[src/hdl/eog_pkg.sv]
// Shared constants and types for the element order generator test block.
`default_nettype none
package eog_pkg;

   // Register indexes on the configuration channel.
   localparam int CSR_IDX_W = 2;
   localparam logic [CSR_IDX_W-1:0] CSR_MODULUS     = 2'd0;
   localparam logic [CSR_IDX_W-1:0] CSR_GROUP_ORDER = 2'd1;
   localparam logic [CSR_IDX_W-1:0] CSR_GROUP_KIND  = 2'd2;

   // Group kinds.
   localparam logic KIND_ADDITIVE       = 1'b0;
   localparam logic KIND_MULTIPLICATIVE = 1'b1;

   // Operations of the serial arithmetic unit.
   localparam int OP_W = 2;
   localparam logic [OP_W-1:0] OP_REDUCE = 2'd0;
   localparam logic [OP_W-1:0] OP_MULMOD = 2'd1;
   localparam logic [OP_W-1:0] OP_ADDMOD = 2'd2;

   typedef struct packed {
      logic            start;
      logic [OP_W-1:0] op;
   } eog_cmd_type;

endpackage
`default_nettype wire

[src/hdl/eog_arith.sv]
// Bit-serial modular arithmetic unit: reduction, multiplication and addition mod n.
`default_nettype none
module eog_arith
   import eog_pkg::*;
#(
   parameter int WIDTH = 16
) (
   input  wire logic             clock,
   input  wire logic             reset,
   input  wire eog_cmd_type      cmd,
   input  wire logic [WIDTH-1:0] operand_a,
   input  wire logic [WIDTH-1:0] operand_b,
   input  wire logic [WIDTH-1:0] modulus,
   output logic [WIDTH-1:0]      result,
   output logic                  done
);
   localparam int CNT_W = $clog2(WIDTH);

   logic [WIDTH-1:0] acc_ff, acc_in;
   logic [WIDTH-1:0] shift_ff, shift_in;
   logic [CNT_W-1:0] cnt_ff, cnt_in;
   logic [OP_W-1:0]  op_ff, op_in;
   logic             busy_ff, busy_in;
   logic             done_ff, done_in;

   logic [WIDTH:0]   ext_n;
   logic [WIDTH:0]   dbl;
   logic [WIDTH:0]   red1;
   logic [WIDTH-1:0] addend;
   logic [WIDTH:0]   sum;
   logic [WIDTH:0]   red2;
   logic [WIDTH-1:0] step_val;

   // One bit of the operand per cycle, most significant first: the running
   // value is doubled (shifting in the dividend bit when reducing) and then,
   // when multiplying, the multiplicand is added if the bit is set.
   always_comb begin
      ext_n  = {1'b0, modulus};
      dbl    = {acc_ff, (op_ff == OP_REDUCE) ? shift_ff[WIDTH-1] : 1'b0};
      red1   = (dbl >= ext_n) ? dbl - ext_n : dbl;
      addend = busy_ff ? red1[WIDTH-1:0] : operand_a;
      sum    = {1'b0, addend} + {1'b0, operand_b};
      red2   = (sum >= ext_n) ? sum - ext_n : sum;
      if (op_ff == OP_MULMOD && shift_ff[WIDTH-1]) begin
         step_val = red2[WIDTH-1:0];
      end else begin
         step_val = red1[WIDTH-1:0];
      end
   end

   always_comb begin
      acc_in   = acc_ff;
      shift_in = shift_ff;
      cnt_in   = cnt_ff;
      op_in    = op_ff;
      busy_in  = busy_ff;
      done_in  = 1'b0;
      if (cmd.start) begin
         if (cmd.op == OP_ADDMOD) begin
            acc_in  = red2[WIDTH-1:0];
            done_in = 1'b1;
         end else begin
            acc_in   = '0;
            shift_in = operand_a;
            cnt_in   = CNT_W'(WIDTH - 1);
            op_in    = cmd.op;
            busy_in  = 1'b1;
         end
      end else if (busy_ff) begin
         acc_in   = step_val;
         shift_in = {shift_ff[WIDTH-2:0], 1'b0};
         if (cnt_ff == '0) begin
            busy_in = 1'b0;
            done_in = 1'b1;
         end else begin
            cnt_in = cnt_ff - 1'b1;
         end
      end
   end

   always_ff @(posedge clock) begin
      if (reset) begin
         busy_ff <= 1'b0;
         done_ff <= 1'b0;
      end else begin
         busy_ff <= busy_in;
         done_ff <= done_in;
      end
   end

   always_ff @(posedge clock) begin
      acc_ff   <= acc_in;
      shift_ff <= shift_in;
      cnt_ff   <= cnt_in;
      op_ff    <= op_in;
   end

   assign result = acc_ff;
   assign done   = done_ff;

endmodule
`default_nettype wire

[config.mk]
export PLATFORM = sky130hd
export DESIGN_NAME = eog_arith
export DESIGN_NICKNAME = d
export VERILOG_FILES = /design/src/hdl/eog_pkg.sv /design/src/hdl/eog_arith.sv
export SDC_FILE = /design/constraint.sdc
export NUM_CORES = 1
export LEC_CHECK = 0
export BUFFER_PORTS_ARGS = -buffer_cell sky130_fd_sc_hd__buf_4
export CORE_MARGIN = 5
export CORE_UTILIZATION = 50
export CTS_CLUSTER_SIZE = 24
export DETAILED_ROUTE_END_ITERATION = 16
export PLACE_DENSITY = 0.72
export SYNTH_ARGS = -nofsm -noshare
export SYNTH_HDL_FRONTEND = slang
export SYNTH_SLANG_ARGS = --single-unit
[constraint.sdc]
create_clock -name clock -period 8.36 [get_ports clock]
set_clock_uncertainty 0.05 [all_clocks]
set_input_delay 0.418 -clock clock [delete_from_list [all_inputs] [get_ports clock]]
set_output_delay 0.418 -clock clock [all_outputs]
set_load 0.005 [all_outputs]
# After elaboration in Yosys (flattened, before gate mapping)

Cells that the tools add are included.

Register bits after elaboration: 40
Input bits: 53
Output and inout bits: 17

Reduce and logical (&&, ||, !) cells: 7
Muxes and demuxes: 23
$lt $le $gt $ge: 2
$add $sub $neg: 4
Bitwise logic cells: 1
Equality and inequality tests: 4

Operators with widths:

| cell                                             | number |
|---|---|
| 2-to-1 mux 16 bit                                | 10 |
| greater-or-equal comparator 17 x 16 -> 1 bit     | 2 |
| subtractor 16 bit                                | 2 |
| adder 16 x 16 -> 17 bit                          | 1 |
| 2-to-1 mux 4 bit                                 | 4 |
| 2-to-1 mux 1 bit                                 | 9 |
| logical NOT 4 bit                                | 1 |
| != test 2 bit, second input constant             | 2 |
| AND reduction 2 bit                              | 2 |
| subtractor 4 x 1 -> 4 bit, second input constant | 1 |
| AND reduction 3 bit                              | 1 |
| == test 2 x 1 -> 1 bit, second input constant    | 1 |
| == test 2 bit, second input constant             | 1 |
| logical NOT 2 bit                                | 1 |
| nonzero test 2 bit                               | 1 |
| logical AND 1 bit                                | 1 |
| NOT 1 bit                                        | 1 |

# Longest topological paths before layout

Gate-level depths: netlist of the first run.

Depth in word-level cells: 11
Mapped depth: 30
Mapped depth without buffers: 29

# Worst setup path after synthesis of the first run

Ideal clock, no wire load.

Path type: input-to-reg
From: input port modulus[3]
To: register acc_ff[10], in the netlist result[10] (data pin)
Data arrival time: 5.725 ns
Path buffers: 2
Stages on the path: 27
Required time: 8.036 ns
Slack: 2.311 ns
Library setup time: 0.274 ns
Cell sequence: inv_1 ha_1 a21o_1 a21oi_1 o211a_1 o21ai_1 o21ai_2 mux2_2 a21oi_1 ha_1 inv_1 fa_1 o21ai_1 a41o_1 a41oi_1 xnor2_1 ha_1 buf_6 a21o_1 a31oi_1 or3b_1 o21ai_2 o21ai_2 nor2_8 buf_12 mux2i_1 o22ai_1

Cells in the longest elaborated chain, start to end: 9
Elaborated cells between the ends (all ways): 12
Those cells by class: add/sub: 3; order compare: 2; mux: 7

Ends and longest elaborated chain:

| item                                                                              | line            | text |
|---|---|---|
| start, declared                                                                   | eog_arith.sv:13 | `input wire logic [WIDTH-1:0] modulus,` |
| subtractor 16 bit or greater-or-equal comparator 17 x 16 -> 1 bit (tied branches) | eog_arith.sv:40 | `red1 = (dbl >= ext_n) ? dbl - ext_n : dbl;` |
| 2-to-1 mux 16 bit                                                                 | eog_arith.sv:40 |  |
| 2-to-1 mux 16 bit                                                                 | eog_arith.sv:41 | `addend = busy_ff ? red1[WIDTH-1:0] : operand_a;` |
| adder 16 x 16 -> 17 bit                                                           | eog_arith.sv:42 | `sum = {1'b0, addend} + {1'b0, operand_b};` |
| subtractor 16 bit or greater-or-equal comparator 17 x 16 -> 1 bit (tied branches) | eog_arith.sv:43 | `red2 = (sum >= ext_n) ? sum - ext_n : sum;` |
| 2-to-1 mux 16 bit                                                                 | eog_arith.sv:43 |  |
| 2-to-1 mux 16 bit                                                                 | eog_arith.sv:44 | `if (op_ff == OP_MULMOD && shift_ff[WIDTH-1]) begin` |
| 2-to-1 mux 16 bit                                                                 | eog_arith.sv:69 | `end else if (busy_ff) begin` |
| 2-to-1 mux 16 bit *                                                               | eog_arith.sv:58 | `if (cmd.start) begin` |
| via acc_in[10]                                                                    | eog_arith.sv:19 | `logic [WIDTH-1:0] acc_ff, acc_in;` |
| end signal, assigned                                                              | eog_arith.sv:92 | `acc_ff <= acc_in;` |
| end, declared                                                                     | eog_arith.sv:19 |  |

The timed path passes the listed nets; every way through them passes the cells marked *. The select of a mux whose other input is x is not followed.
A chain may end at the register's enable or synchronous reset.

# Worst setup path after layout of the first run

From: register acc_ff[2], in the netlist result[2]
To: register acc_ff[1], in the netlist result[1] (data pin)

Cells in the longest elaborated chain, start to end: 9
Elaborated cells between the ends (all ways): 12
Those cells by class: add/sub: 3; order compare: 2; mux: 7

Ends and longest elaborated chain:

| item                                                                              | line |
|---|---|
| subtractor 16 bit or greater-or-equal comparator 17 x 16 -> 1 bit (tied branches) | eog_arith.sv:40 |
| 2-to-1 mux 16 bit *                                                               | eog_arith.sv:40 |
| 2-to-1 mux 16 bit                                                                 | eog_arith.sv:41 |
| adder 16 x 16 -> 17 bit                                                           | eog_arith.sv:42 |
| greater-or-equal comparator 17 x 16 -> 1 bit or subtractor 16 bit (tied branches) | eog_arith.sv:43 |
| 2-to-1 mux 16 bit                                                                 | eog_arith.sv:43 |
| 2-to-1 mux 16 bit                                                                 | eog_arith.sv:44 |
| 2-to-1 mux 16 bit                                                                 | eog_arith.sv:69 |
| 2-to-1 mux 16 bit *                                                               | eog_arith.sv:58 |
| via acc_in[1]                                                                     | eog_arith.sv:19 |

Marks and branches as above.

==> results of run 1 <==
[sequential cells by signal, summed over array words and instances (netlist names)]
signal	count
shift_ff	16
done	1
busy_ff	1
cnt_ff	4
op_ff	2
result	16
[final timing paths]
path,start,end,slack (ps)
hold reg to reg,shift_ff[9]$_DFFE_PP_,shift_ff[10]$_DFFE_PP_,510
setup reg to reg,result[2]$_DFFE_PN_,result[1]$_DFFE_PN_,1250
hold / removal,reset,done$_SDFF_PP0_,220
setup / recovery,result[2]$_DFFE_PN_,result[1]$_DFFE_PN_,1250
[logic make-up (layout without fill, tap and decap cells)]
group / Yosys count / after routing / synth area share [%]
AO/OA/AOI/OAI: 153 / 153 / 22.13
AND/OR/NAND/NOR: 131 / 131 / 14.29
adder cells (fa/ha/maj): 53 / 53 / 15.45
buffers and inverters: 53 / 114 / 5.187
flip-flops: 40 / 40 / 26.61
XOR/XNOR: 38 / 38 / 7.499
multiplexers: 37 / 37 / 8.824
[stage by stage]
stage,std cells,util (%),hold slack [ps]
global placement,666,57.66,480.9
CTS,674,59.00,206.6
detailed placement,666,57.66,487.7
global route,674,59.00,195.6
finish,674,59.00,215.3
floorplan,505,-,437.1
[critical path, stage by stage (launching register included)]
cell and delay, ps:
edfxtp_1 440, ha_1 370, a21o_1 200, a21oi_1 240
o211a_1 230, o21ai_1 130, o21ai_2 530, mux2_2 430
a21oi_1 160, ha_1 210, inv_1 70, fa_1 410
o21ai_1 270, a41o_1 300, a221oi_1 150, nor2b_1 180
xnor2_1 270, ha_1 370, a21o_1 220, a31oi_1 190
or3b_1 400, o21ai_2 220, o21ai_2 130, nor2_8 290
mux2_1 360, o22ai_1 120
[power groups by stage]
stage / clock network [mW] / registers, mW / logic [mW]
3_3_place_gp: 0 / 0.348 / 1.53
4_1_cts: 0.169 / 0.344 / 1.56
6_report: 0.168 / 0.344 / 1.58
2_1_floorplan: 0 / 0.338 / 1.21
3_5_place_dp: 0 / 0.349 / 1.55
5_1_grt: 0.178 / 0.352 / 1.72
[layer usage]
layer / vias to the layer above / routed length, um / part of all wire [%] / global-route usage (%)
met3: 11 / 628 / 5.5 / 3.414
met1: 1832 / 5360 / 47 / 28.17
li1: 1989 / - / - / -
met5: - / 0 / 0 / 0
met4: 0 / 122 / 1.1 / 4.070
met2: 125 / 5212 / 46 / 32.56
[cells in the mapped netlist (3+ instances only)]
library cell  count
mux2_2           16
edfxtp_1         38
nor2_1           52
a21o_1           15
clkbuf_1         13
o21bai_1          4
nand3_1           7
nor2b_1           6
a31oi_1           5
or3_1             3
nand2b_1          8
o211ai_1          6
nand4_1           6
a211oi_1          5
inv_1            36
mux2i_1          20
xor2_1           10
o22ai_1          14
o21a_1            6
fa_1              3
ha_1             50
o21ai_2           4
and3_1            4
nand2_1          21
nor3_1           14
a21oi_1          53
xnor2_1          28
o21ai_0          18
[cell type report]
type	count	area [um2]	area share (%)
Tap cell	108	135.1	2.639
Sequential cell	40	1181	23.07
Multi-Input combinational cell	412	3027	59.12
Clock inverter	3	47.55	0.9286
Inverter	36	135.1	2.639
Clock buffer	5	68.82	1.344
Timing Repair Buffer	70	525.5	10.26
==> results.py, run 1 <==
metrics = {
    "run_status": {
        "status": "completed",
    },
    "finish": {
        "n_fill_cell": 780,
        "nNetsFinal": 671,
        "final_cell_mix": "70 x buf_4, 53 x a21oi_1, 52 x nor2_1, 50 x ha_1, 38 x edfxtp_1",
        "design_area_um2": 5120,
        "diodes": 0,
        "final_layout_size_suffix_gt1_share_pct": 18.20,
        "syn_to_final_growth_pct": 15.37,
        "final_common_cell": "buf_4",
    },
    "route": {
        "dr_total_vias": 3957,
        "firstDrtPassIters": 5,
        "wl_mm": 11.32,
        "wl_per_cell_um": 16.80,
        "avgViaCountPerCell": 5.871,
        "first_iter_violations": 317,
        "drc": 0,
        "ant_nets": 0,
    },
    "pwr": {
        "p_total_mw": 2.089,
        "p_leak_nw": 2.271,
        "vdd_drop_max_v": 0.0001589,
        "intPower_mw": 1.074,
        "pwr-share-clk_pct": 8.0,
        "power.density_nw_per_um2": 408.0,
        "p_comb_share_pct": 75.5,
        "power_switching_mw": 1.015,
        "p_sw_share_pct": 48.58,
        "pwr-share-seq_pct": 16.5,
    },
    "timing": {
        "finalSetupTns_ps": 0,
        "slew_headroom_pct": 31.68,
        "finalCriticalPeriod_ps": 7113,
        "worstMarginPinSlew_ps": 1023,
        "hold_viol_final": 0,
        "rsz0062_at_grt": "no",
        "max_freq_mhz": 140.6,
        "final_max_slew_viol_count": 0,
        "setup_violations": 0,
        "fin_crit_sh_pct": 85.08,
        "fin_ws_ps": 1247,
    },
    "logic_synthesis": {
        "ys_types": 59,
        "synth_area_um2": 4438,
        "yosysSeqAreaShare_pct": 26.61,
        "yosysTopAreaCell": "edfxtp_1",
        "synth.avg_cell_area_um2": 8.788,
        "async_flop_share_pct": 0,
        "synth_edf_count": 38,
        "synth.top_cells.by_area": "edfxtp_1 26%, ha_1 14%, a21oi_1 6.0%",
        "synthCells": 505,
        "synthFlopType": "edfxtp_1",
        "synth-seq-cells": 40,
        "synth_top_area_share_pct": 25.71,
        "syn-num-nets": 611,
        "synth_warnings": 0,
    },
    "placement": {
        "gp_congestion": 0.9392,
        "dp_slack_ps": 1201,
        "numPortBuffers": 69,
        "dp_hpwl_mm": 9.444,
        "place_area_um2": 5004,
    },
    "floorplanning": {
        "num_io_pins": 70,
        "fp.dieArea_um2": 10860,
        "chipHeight_um": 104.2,
        "start_util_pct": 51.14,
        "die_x_um": 104.2,
        "design.core.area_um2": 8678,
        "row_count": 34,
    },
    "global_route": {
        "grt_overflow": 0,
        "antenna_found_initial": 0,
        "grt_usage_pct": 20.07,
        "grt_max_degree": 34,
        "grt_pass1_vias": 3742,
        "grt_pass1_wl_mm": 18.02,
    },
    "critical_path": {
        "rr_worst_depth": 25,
        "critPathKind": "flip-flop to flip-flop",
        "arrival_ps": 7210,
        "crit_path_max_fanout": 16,
        "cp.required_ps": 8450,
        "startpoint_type": "flip-flop",
        "worst_setup_path_end_kind": "flip-flop",
    },
    "run": {
        "cap_violations": 0,
    },
    "clock_network": {
        "clock-sinks": 40,
        "cts-resized-gates": 0,
        "holdBufCountCts": 0,
        "cts_tree": "yes",
        "htreeDepth": 2,
        "cts_setup_buffers": 0,
        "clk_pin_slew_worst_paths_ps": 90,
        "cts-buffers-inserted": 5,
        "clockBufferDepth": 2,
        "clock_latency_ps": 300,
        "clockRootBuffer": "clkbuf_8",
    },
    "min_path": {
        "min_path_cells": 2,
        "hp-class": "input pin to flip-flop",
    },
}
No activity file was read; power rests on OpenSTA's default activity.
==> inputs of run 2 (changes only) <==
--- a/config.mk
+++ b/config.mk
@@ -13,2 +13,4 @@
 export PLACE_DENSITY = 0.72
+export REMOVE_ABC_BUFFERS = 1
+export SLEW_MARGIN = 40
 export SYNTH_ARGS = -nofsm -noshare
==> constraint.sdc (replaced) <==
create_clock -name clock -period 8.36 [get_ports clock]
set_clock_uncertainty 0.05 [all_clocks]
set_input_delay 1.672 -clock clock [delete_from_list [all_inputs] [get_ports clock]]
set_output_delay 1.672 -clock clock [all_outputs]
set_load 0.005 [all_outputs]
==> results.py, run 2 (synthesis gave the netlist of run 1 again) <==
metrics = {
    "run_status": {
        "status": "completed",
    },
    "timing": {
        "final_max_slew_viol_count": 0,
        "worstMarginPinSlew_ps": 752.3,
        "fin_ws_ps": 370.7,
        "slew_headroom_pct": 49.85,
        "fin_crit_sh_pct": 95.57,
        "setup_violations": 0,
        "finalCriticalPeriod_ps": 7989,
        "hold_viol_final": 0,
        "rsz0062_at_grt": "no",
        "finalSetupTns_ps": 0,
        "max_freq_mhz": 125.2,
    },
    "critical_path": {
        "r2r_start": "result[2]$_DFFE_PN_",
        "regToRegSetupSlack_ps": 1460,
        "critPathKind": "input pin to flip-flop",
        "r2r-end": "result[5]$_DFFE_PN_",
        "worst_setup_path_end_kind": "flip-flop",
        "crit_path_max_fanout": 25,
        "startpoint_type": "input pin",
        "rr_worst_depth": 26,
        "crit_end": "result[5]$_DFFE_PN_",
        "cp.required_ps": 8330,
        "startpoint": "modulus[3]",
        "arrival_ps": 7960,
    },
    "clock_network": {
        "clockRootBuffer": "clkbuf_8",
        "clk_pin_slew_worst_paths_ps": 80,
        "cts_tree": "yes",
        "cts-buffers-inserted": 5,
        "clockBufferDepth": 2,
        "cts_setup_buffers": 0,
        "holdBufCountCts": 0,
        "cts-resized-gates": 0,
        "clock_latency_ps": 300,
        "htreeDepth": 2,
        "clock-sinks": 40,
    },
    "route": {
        "ant_nets": 0,
        "wl_per_cell_um": 17.02,
        "avgViaCountPerCell": 5.953,
        "firstDrtPassIters": 5,
        "dr_total_vias": 4018,
        "drc": 0,
        "first_iter_violations": 270,
        "wl_mm": 11.49,
    },
    "pwr": {
        "p_leak_nw": 2.272,
        "vdd_drop_max_v": 0.0001405,
        "power.density_nw_per_um2": 407.4,
    },
    "floorplanning": {
        "die_x_um": 104.2,
        "fp.dieArea_um2": 10860,
        "row_count": 34,
        "chipHeight_um": 104.2,
        "num_io_pins": 70,
        "start_util_pct": 51.14,
        "design.core.area_um2": 8678,
    },
    "global_route": {
        "grt_max_degree": 31,
        "grt_usage_pct": 20.99,
        "grt_pass1_vias": 3931,
        "grt_pass1_wl_mm": 19.04,
        "antenna_found_initial": 0,
        "grt_overflow": 0,
    },
    "placement": {
        "dp_slack_ps": 139.8,
        "numPortBuffers": 69,
        "gp_congestion": 0.9491,
        "dp_hpwl_mm": 9.390,
        "placed_cells": 667,
    },
    "min_path": {
        "hp-class": "flip-flop to flip-flop",
    },
    "finish": {
        "final_cell_mix": "71 x buf_4, 53 x a21oi_1, 52 x nor2_1, 50 x ha_1, 38 x edfxtp_1",
        "fin_util_pct": 59.03,
        "stdcell_count": 675,
        "final_layout_size_suffix_gt1_share_pct": 18.34,
        "final_common_cell": "buf_4",
        "diodes": 0,
        "nNetsFinal": 672,
        "syn_to_final_growth_pct": 15.42,
    },
    "run": {
        "cap_violations": 0,
    },
}
## run 2: cell types whose count changed in the layout (fill, tap and decap cells not counted)
cell,change
clkinv_2,+1
clkinv_4,-2
buf_4,+1
clkinvlp_4,+1
## run 2: how the worst min path moves through the flow
stage / start / end / slack [ps] / cells after the start
final: shift_ff[4]$_DFFE_PP_ / shift_ff[5]$_DFFE_PP_ / 500 / 1
after global routing: shift_ff[11]$_DFFE_PP_ / shift_ff[12]$_DFFE_PP_ / 530 / 1
after CTS: shift_ff[11]$_DFFE_PP_ / shift_ff[12]$_DFFE_PP_ / 500 / 1
after detailed placement: shift_ff[11]$_DFFE_PP_ / shift_ff[12]$_DFFE_PP_ / 480 / 1
after global placement: shift_ff[14]$_DFFE_PP_ / shift_ff[15]$_DFFE_PP_ / 480 / 1
after floorplan: shift_ff[9]$_DFFE_PP_ / shift_ff[10]$_DFFE_PP_ / 470 / 1
## run 2: where the power goes
part | leakage, nW | switching (mW) | internal, mW
logic | 1.82 | 0.901 | 0.685
registers | 0.394 | 0.0408 | 0.301
clock network | 0.0541 | 0.0713 | 0.0884
## run 2: metal layers
metal	global-route usage, %	part of all wire, %	vias up
met1	28.76	44	1839
met5	0	0	-
met4	5.458	1.2	0
met2	34.84	48	166
met3	2.793	6.7	14
li1	-	-	1999
## run 2: critical path: stages
cell and delay, ps:
buf_4 110, inv_1 100, ha_1 300, a21o_1 210
a21oi_1 240, o211a_1 220, o21ai_1 130, o21ai_2 210
buf_4 300, nor2_1 80, a21oi_1 290, a21oi_1 150
ha_1 330, a21oi_1 150, o21ai_1 150, a41o_1 320
a221oi_1 370, nor2b_1 210, xnor2_1 220, ha_1 390
a21o_1 210, a31oi_1 180, or3b_1 390, o21ai_2 210
o21ai_2 130, nor2_8 290, mux2i_1 260, o22ai_1 100
## run 2: stage by stage
| stage | total power [mW] | hold WS, ps | instance area, um2 |
|---|---|---|---|
| 2_1_floorplan | 1.507 | 474.7 | 4343 |
| 3_3_place_gp | 1.859 | 477.5 | 5011 |
| 3_5_place_dp | 1.896 | 483.5 | 5011 |
| 4_1_cts | 2.061 | 502.6 | 5122 |
| 5_1_grt | 2.271 | 531.2 | 5122 |
| 6_report | 2.087 | 502.8 | 5122 |
## run 2: layout make-up
type                       instances  area, um2
clock buffer                       5      68.82
clock inverter                     3      42.54
fill                             792       3556
inverter                          36      135.1
multi-input combinational        412       3027
sequential                        40       1181
tap                              108      135.1
timing repair buffer              71      533.0
==> inputs of run 3 (changes only) <==
CORE_UTILIZATION = 51   (was 50)
PLACE_DENSITY = 0.73   (was 0.72)
==> results.py, run 3 (synthesis gave the netlist of run 1 again) <==
metrics = {
    "timing": {
        "slew_headroom_pct": 50.07,
        "final_max_slew_viol_count": 0,
        "finalCriticalPeriod_ps": 7864,
        "setup_violations": 0,
        "max_freq_mhz": 127.2,
        "finalSetupTns_ps": 0,
        "worstMarginPinSlew_ps": 748.9,
        "rsz0062_at_grt": "no",
        "hold_viol_final": 0,
        "fin_crit_sh_pct": 94.07,
    },
    "global_route": {
        "grt_overflow": 0,
        "grt_usage_pct": 21.51,
        "antenna_found_initial": 0,
        "grt_max_degree": 32,
        "grt_pass1_vias": 3805,
        "grt_pass1_wl_mm": 18.05,
    },
    "critical_path": {
        "critPathKind": "input pin to flip-flop",
        "arrival_ps": 7840,
        "worst_setup_path_end_kind": "flip-flop",
        "cp.required_ps": 8340,
        "regToRegSetupSlack_ps": 1550,
        "rr_worst_depth": 28,
        "startpoint_type": "input pin",
        "r2r_start": "shift_ff[15]$_DFFE_PP_",
        "crit_path_max_fanout": 25,
        "r2r-end": "result[1]$_DFFE_PN_",
    },
    "clock_network": {
        "cts_setup_buffers": 0,
        "clock-sinks": 40,
        "clockRootBuffer": "clkbuf_8",
        "cts-resized-gates": 0,
        "htreeDepth": 2,
        "clockBufferDepth": 2,
        "cts_tree": "yes",
        "holdBufCountCts": 0,
        "cts-buffers-inserted": 5,
        "clock_latency_ps": 300,
        "clk_pin_slew_worst_paths_ps": 80,
    },
    "route": {
        "drc": 0,
        "first_iter_violations": 157,
        "avgViaCountPerCell": 5.907,
        "dr_total_vias": 3987,
        "wl_mm": 11.43,
        "wl_per_cell_um": 16.93,
        "firstDrtPassIters": 4,
        "ant_nets": 0,
    },
    "pwr": {
        "vdd_drop_max_v": 0.0001321,
        "p_leak_nw": 2.272,
        "power.density_nw_per_um2": 405.9,
        "p_total_mw": 2.079,
    },
    "min_path": {
        "hp-class": "flip-flop to flip-flop",
        "min_path_cells": 1,
        "whs_endpoint": "shift_ff[4]$_DFFE_PP_",
        "worstHoldStart": "shift_ff[3]$_DFFE_PP_",
    },
    "placement": {
        "gp_congestion": 0.9722,
        "numPortBuffers": 69,
        "dp_hpwl_mm": 9.329,
    },
    "finish": {
        "final_layout_size_suffix_gt1_share_pct": 18.34,
        "nNetsFinal": 672,
        "final_cell_mix": "71 x buf_4, 53 x a21oi_1, 52 x nor2_1, 50 x ha_1, 38 x edfxtp_1",
        "syn_to_final_growth_pct": 15.42,
        "diodes": 0,
        "final_common_cell": "buf_4",
    },
    "floorplanning": {
        "start_util_pct": 51.65,
        "design.core.area_um2": 8593,
        "num_io_pins": 70,
        "die_x_um": 103.3,
        "row_count": 34,
        "chipHeight_um": 103.3,
        "fp.dieArea_um2": 10670,
    },
    "run": {
        "cap_violations": 0,
    },
    "run_status": {
        "status": "completed",
    },
}
==> run 3: cell counts in the layout (fill, tap and decap cells not counted) <==
No cell type changed its count.
==> run 3: worst max-delay path by stage <==
| stage | start | endpoint | slack [ps] | depth (start not counted) |
|---|---|---|---|---|
| final | modulus[7] | result[10]$_DFFE_PN_ | 500 | 28 |
| after global routing | modulus[7] | result[1]$_DFFE_PN_ | 30 | 28 |
| after global placement | modulus[3] | result[10]$_DFFE_PN_ | 340 | 28 |
| after CTS | modulus[3] | result[10]$_DFFE_PN_ | 550 | 28 |
| after detailed placement | modulus[3] | result[10]$_DFFE_PN_ | 250 | 28 |
| after floorplan | modulus[3] | result[1]$_DFFE_PN_ | 680 | 25 |
==> run 3: metal layers <==
metal,GRT usage (%),share of wire (%),up-vias
met3,3.085,6.2,16
met1,28.60,44,1839
li1,-,-,1991
met4,7.371,2.0,0
met2,35.92,47,141
met5,0,0,-
==> run 3: layout make-up <==
cell class              count  area, um2
clock buffers               5      68.82
clock inverters             3      42.54
fillers                   769       3471
inverters                  36      135.1
multi-input cells         412       3027
flip-flops and latches     40       1181
well taps                 108      135.1
repair buffers             71      533.0
==> run 3: where the power goes <==
group / leakage, nW / internal [mW] / switching (mW)
registers: 0.394 / 0.301 / 0.0409
clock network: 0.0541 / 0.0884 / 0.0739
logic: 1.82 / 0.684 / 0.891
total: 2.27 / 1.07 / 1.01
==> run 3: through the flow <==
step                setup slack [ps]  util [%]  hold WS [ps]  cells  area, um2
finish                         495.9     59.61         512.1    675       5122
global route                   34.27     59.61         531.5    675       5122
CTS                            548.6     59.61         512.7    675       5122
detailed placement             251.8     58.31         492.0    667       5011
global placement               335.5     58.31         477.0    667       5011
floorplan                      684.9         -         474.7    488       4343
==> run 3: critical path, cell delays in order <==
cell	delay, ps
buf_4	110
inv_1	100
ha_1	300
a21oi_1	290
o21ai_0	150
a21oi_1	200
o21ai_1	160
o21ai_2	210
buf_4	310
nor2_1	90
a21oi_1	250
a21oi_1	150
ha_1	320
a21oi_1	140
o21ai_1	140
a41o_1	310
a221oi_1	360
nor2b_1	210
xnor2_1	200
ha_1	370
a21o_1	210
a31oi_1	190
or3b_1	380
o21ai_2	200
o21ai_2	130
nor2_8	300
mux2i_1	290
o22ai_1	90
